$ cat src/sv/lsf_pkg.sv
// ----------------------------------------------------------------------------
// lsf_pkg: shared types and constants of the line fit unit
// Index, count and wide intermediate widths; status codes; request record.
// ----------------------------------------------------------------------------
`default_nettype none
package lsf_pkg;
	localparam int MAX_POINTS = 64;
	localparam int IDX_W = $clog2(MAX_POINTS);
	localparam int CNT_W = $clog2(MAX_POINTS + 1);
	localparam int WW = 128;

	localparam logic [1:0] ST_OK = 2'd0;
	localparam logic [1:0] ST_FEW = 2'd1;
	localparam logic [1:0] ST_CONSTX = 2'd2;
	localparam logic [1:0] ST_DROP = 2'd3;

	// one accepted point request passed from front to back
	typedef struct packed {
		logic signed [31:0] x;
		logic signed [31:0] y;
		logic last;
	} lsf_req_t;
endpackage
`default_nettype wire

$ cat src/sv/lsf_fifo.sv
// ----------------------------------------------------------------------------
// lsf_fifo: two-entry request queue
// Decouples the accepting front from the arithmetic back end.
// ----------------------------------------------------------------------------
`default_nettype none
module lsf_fifo import lsf_pkg::*; (
	input wire logic clk,
	input wire logic arst_n,
	input wire logic in_valid,
	output logic in_ready,
	input wire lsf_req_t in_data,
	output logic out_valid,
	input wire logic out_ready,
	output lsf_req_t out_data
);
	lsf_req_t mem_q [2];
	logic wp_q, rp_q;
	logic [1:0] cnt_q;
	logic push, pop;

	assign in_ready = (cnt_q != 2'd2);
	assign out_valid = (cnt_q != 2'd0);
	assign out_data = mem_q[rp_q];
	assign push = in_valid && in_ready;
	assign pop = out_valid && out_ready;

	always_ff @(posedge clk) begin
		if (push) mem_q[wp_q] <= in_data;
	end

	always_ff @(posedge clk or negedge arst_n) begin
		if (!arst_n) begin
			wp_q <= 1'b0;
			rp_q <= 1'b0;
			cnt_q <= 2'd0;
		end else begin
			if (push) wp_q <= ~wp_q;
			if (pop) rp_q <= ~rp_q;
			cnt_q <= cnt_q + {1'b0, push} - {1'b0, pop};
		end
	end

	a_cnt_range: assert property (@(posedge clk) disable iff (!arst_n) cnt_q != 2'd3)
		else $error("queue count out of range");
	a_no_over: assert property (@(posedge clk) disable iff (!arst_n)
		cnt_q == 2'd2 |-> !push) else $error("push into full queue");
	a_no_under: assert property (@(posedge clk) disable iff (!arst_n)
		cnt_q == 2'd0 |-> !pop) else $error("pop from empty queue");
endmodule
`default_nettype wire

$ cat config.mk
export PLATFORM = sky130hd
export DESIGN_NAME = lsf_fifo
export DESIGN_NICKNAME = d
export VERILOG_FILES = /design/src/sv/lsf_pkg.sv /design/src/sv/lsf_fifo.sv
export SDC_FILE = /design/constraint.sdc
export NUM_CORES = 1
export LEC_CHECK = 0
export BUFFER_PORTS_ARGS = -buffer_cell sky130_fd_sc_hd__buf_2
export CAP_MARGIN = 25
export CORE_MARGIN = 3
export CORE_UTILIZATION = 52
export DETAILED_ROUTE_END_ITERATION = 10
export HOLD_SLACK_MARGIN = 0.12
export MAX_ROUTING_LAYER = met4
export PLACE_DENSITY_LB_ADDON = 0.12
export SETUP_SLACK_MARGIN = 0.02
export SYNTH_ARGS = -nofsm -noshare
export SYNTH_HDL_FRONTEND = slang
export SYNTH_SLANG_ARGS = --single-unit
$ cat constraint.sdc
create_clock -name clk -period 4.2 [get_ports clk]
set_input_delay 0.42 -clock clk [delete_from_list [all_inputs] [get_ports clk]]
set_output_delay 0.42 -clock clk [all_outputs]
set_load 0.005 [all_outputs]
==> metrics <==
drt first pass iters=4; Worst-Margin Slew=0.861 ns; setup slack after placement=2.00 ns; MaxCap Viol Count=0; Worst setup EP type=primary output; Peak supply drop=503 uV; nets=506; Die ar.=10,900 sq um; largest net degree at the start of global routing=40; status=completed; biggest area consumer among synthesized cells=edfxtp_1; CTS clk-pin slew, worst paths=0.06 ns; Placed Area=5890 sq um; total track usage=18.3%; Max transition margin=42.6%; Cell Area, Synth=5050 sq um; Skew-Pair Late Insertion Delay=0.49 ns; I/O Buffers=135; Pins Over Slew Limit=0; Max Fclk=0.394 GHz; TNS Setup=0 ns; Crit Path Max Fanout=38; most numerous cell in the Yosys netlist=edfxtp_1; Mapped Cells=219; routed vias/inst=4.76; first-pass GRT wire length=14,800 um; syn_nets=290; crit path DAT=2.12 ns; Post-synth EDFFs=130; largest cells by area after synthesis=edfxtp_1 (77%), mux2_4 (12%), mux2_2 (5.6%); DRC violation total after the first TritonRoute iteration=134; setup slack after layout=1.66 ns; Worst Path Required=3.78 ns; via count=2,746; post-route ant nets=0; final hold vios=0; setup violators final=0; Horiz. Die Dim=105 um; Seq cells post-synth=134; worst hold path class=in2async; Remaining DRCs=0; initial core utilization=54.1%; clock sink count=134; CTS Buffer Depth=2; postcts setup bufs=0; # hold bufs at CTS=66; initial antenna violation count=0; CTS tree=done; H-Tree Depth=4; P per Cell Area=652 nW/um^2; min Tclk post-route=2.54 ns; total CTS buffers=17; Antenna Diode Count=0; Syn-to-layout area delta=40.9%; post-route cell area=7120 sq um; synth cell count leaders=edfxtp_1 (130), mux2_4 (40), mux2_2 (25); CTS Root Cell=clkbuf_8; startpoint types=register; post-detail-place hpwl=5570 um; Yosys cell types=16; drt total wl=9290 um; GPL Wtd Cong=0.692; RSZ-0062 raised after global routing=no; gr ovfl total=0; number of global-route vias before repair=2,949; ordered list of cells on the worst path=buf_16 > mux2_2 > buf_2; Ys Warns=0; Synth Area per Inst=23.1 sq um; skew final=0.00984 ns; cts repair resizes=0; crit share post-route=60.4%; layout cell share with drive strength beyond 1=52.7%; Leak=2.82 nW; core area=9330 sq um; Die Y=105 um; CP max stage cell=dfrtp_4; site row count=35; Seq/Total Area, Yosys=79.3%; asr flop ratio synth=2.99%; critical path class=reg2out; Most used DFF post-synth=edfxtp_1; routed len/inst=16.1 um; post-synth top area share=77.3%; Ports=136; Worst path max stage delay=0.76 ns
==> cells in the final DEF, fill, tap and decap left out <==
master and n:
and2_1 1, and3_2 1, buf_12 1, buf_16 1, buf_2 135, buf_4 1
bufinv_16 2, clkbuf_1 1, clkbuf_16 16, clkbuf_8 1, clkinv_1 1, clkinv_2 1
clkinv_4 1, clkinvlp_4 5, dfrtp_1 3, dfrtp_4 1, dlygate4sd3_1 66, edfxtp_1 130
ha_1 2, inv_1 1, inv_6 4, mux2_2 25, mux2_4 40, nand2_1 1
nand2b_1 1, nor2_4 1, or2_1 1, xnor2_1 3, xor2_1 1
==> sequential cells by signal (all words and copies together) (netlist names) <==
name / count
cnt_q: 2
wp_q: 1
mem_q: 130
rp_q: 1
==> through the flow <==
stage	hold slack (ns)	std cells	total power [W]	utilization, %
finish	0.263	577	0.00464	76.3
CTS	0.236	577	0.00470	76.3
global placement	0.231	478	0.00321	62.8
global route	0.224	577	0.00488	76.3
floorplan	0.124	219	0.00279	-
detailed placement	0.233	479	0.00325	63.1
==> where the power goes <==
part / leakage [nW] / switching [W] / internal, W
logic: 1.31 / 0.000549 / 0.000726
clock network: 0.262 / 0.000539 / 0.000848
registers: 1.25 / 0.000144 / 0.00183
==> routing by layer <==
layer | up-vias | global-route usage, % | share of wire (%) | wire length (um)
met5 | - | - | 0 | 0
met1 | 1336 | 22.5 | 42 | 3950
li1 | 1301 | - | - | -
met3 | 8 | 6.05 | 4.9 | 456
met4 | 0 | 5.98 | 0.88 | 82
met2 | 101 | 29.0 | 52 | 4800
==> worst paths after layout <==
kind | start | to | slack [ns] | cells after the start
hold / removal | arst_n | cnt_q[0] | 0.26 | 2
setup reg to reg | cnt_q[1] | mem_q[1][62] | 2.03 | 3
max in group asynchronous | arst_n | rp_q | 3.80 | 2
min in group clk | out_ready | rp_q | 0.27 | 3
hold reg to reg | cnt_q[0] | cnt_q[0] | 0.53 | 1
setup / recovery | rp_q | out_data[0] | 1.66 | 3
==> logic make-up after synthesis <==
| kind of cell | count (synthesis) | synth area share [%] |
|---|---|---|
| flip-flops | 134 | 79.3 |
| multiplexers | 65 | 17.5 |
| buffers and inverters | 8 | 1.39 |
| AND/OR/NAND/NOR | 6 | 0.645 |
| XOR/XNOR | 4 | 0.694 |
| adder cells (fa/ha/maj) | 2 | 0.496 |
==> area by class of cell <==
cell class,instances,area (sq um)
Fill cell,555,2210
Timing Repair Buffer,204,1390
Clock inverter,14,150
Inverter,1,3.75
Tap cell,129,161
Multi-Input combinational cell,77,983
Sequential cell,134,4010
Clock buffer,18,418
==> worst max-delay path, delay by kind of cell, from the launching register on <==
| kind | cells | cell delay [ns] |
|---|---|---|
| flip-flops | 1 | 0.76 |
| buffers and inverters | 2 | 0.44 |
| multiplexers | 1 | 0.39 |
Power figures use the tool's default switching activity.
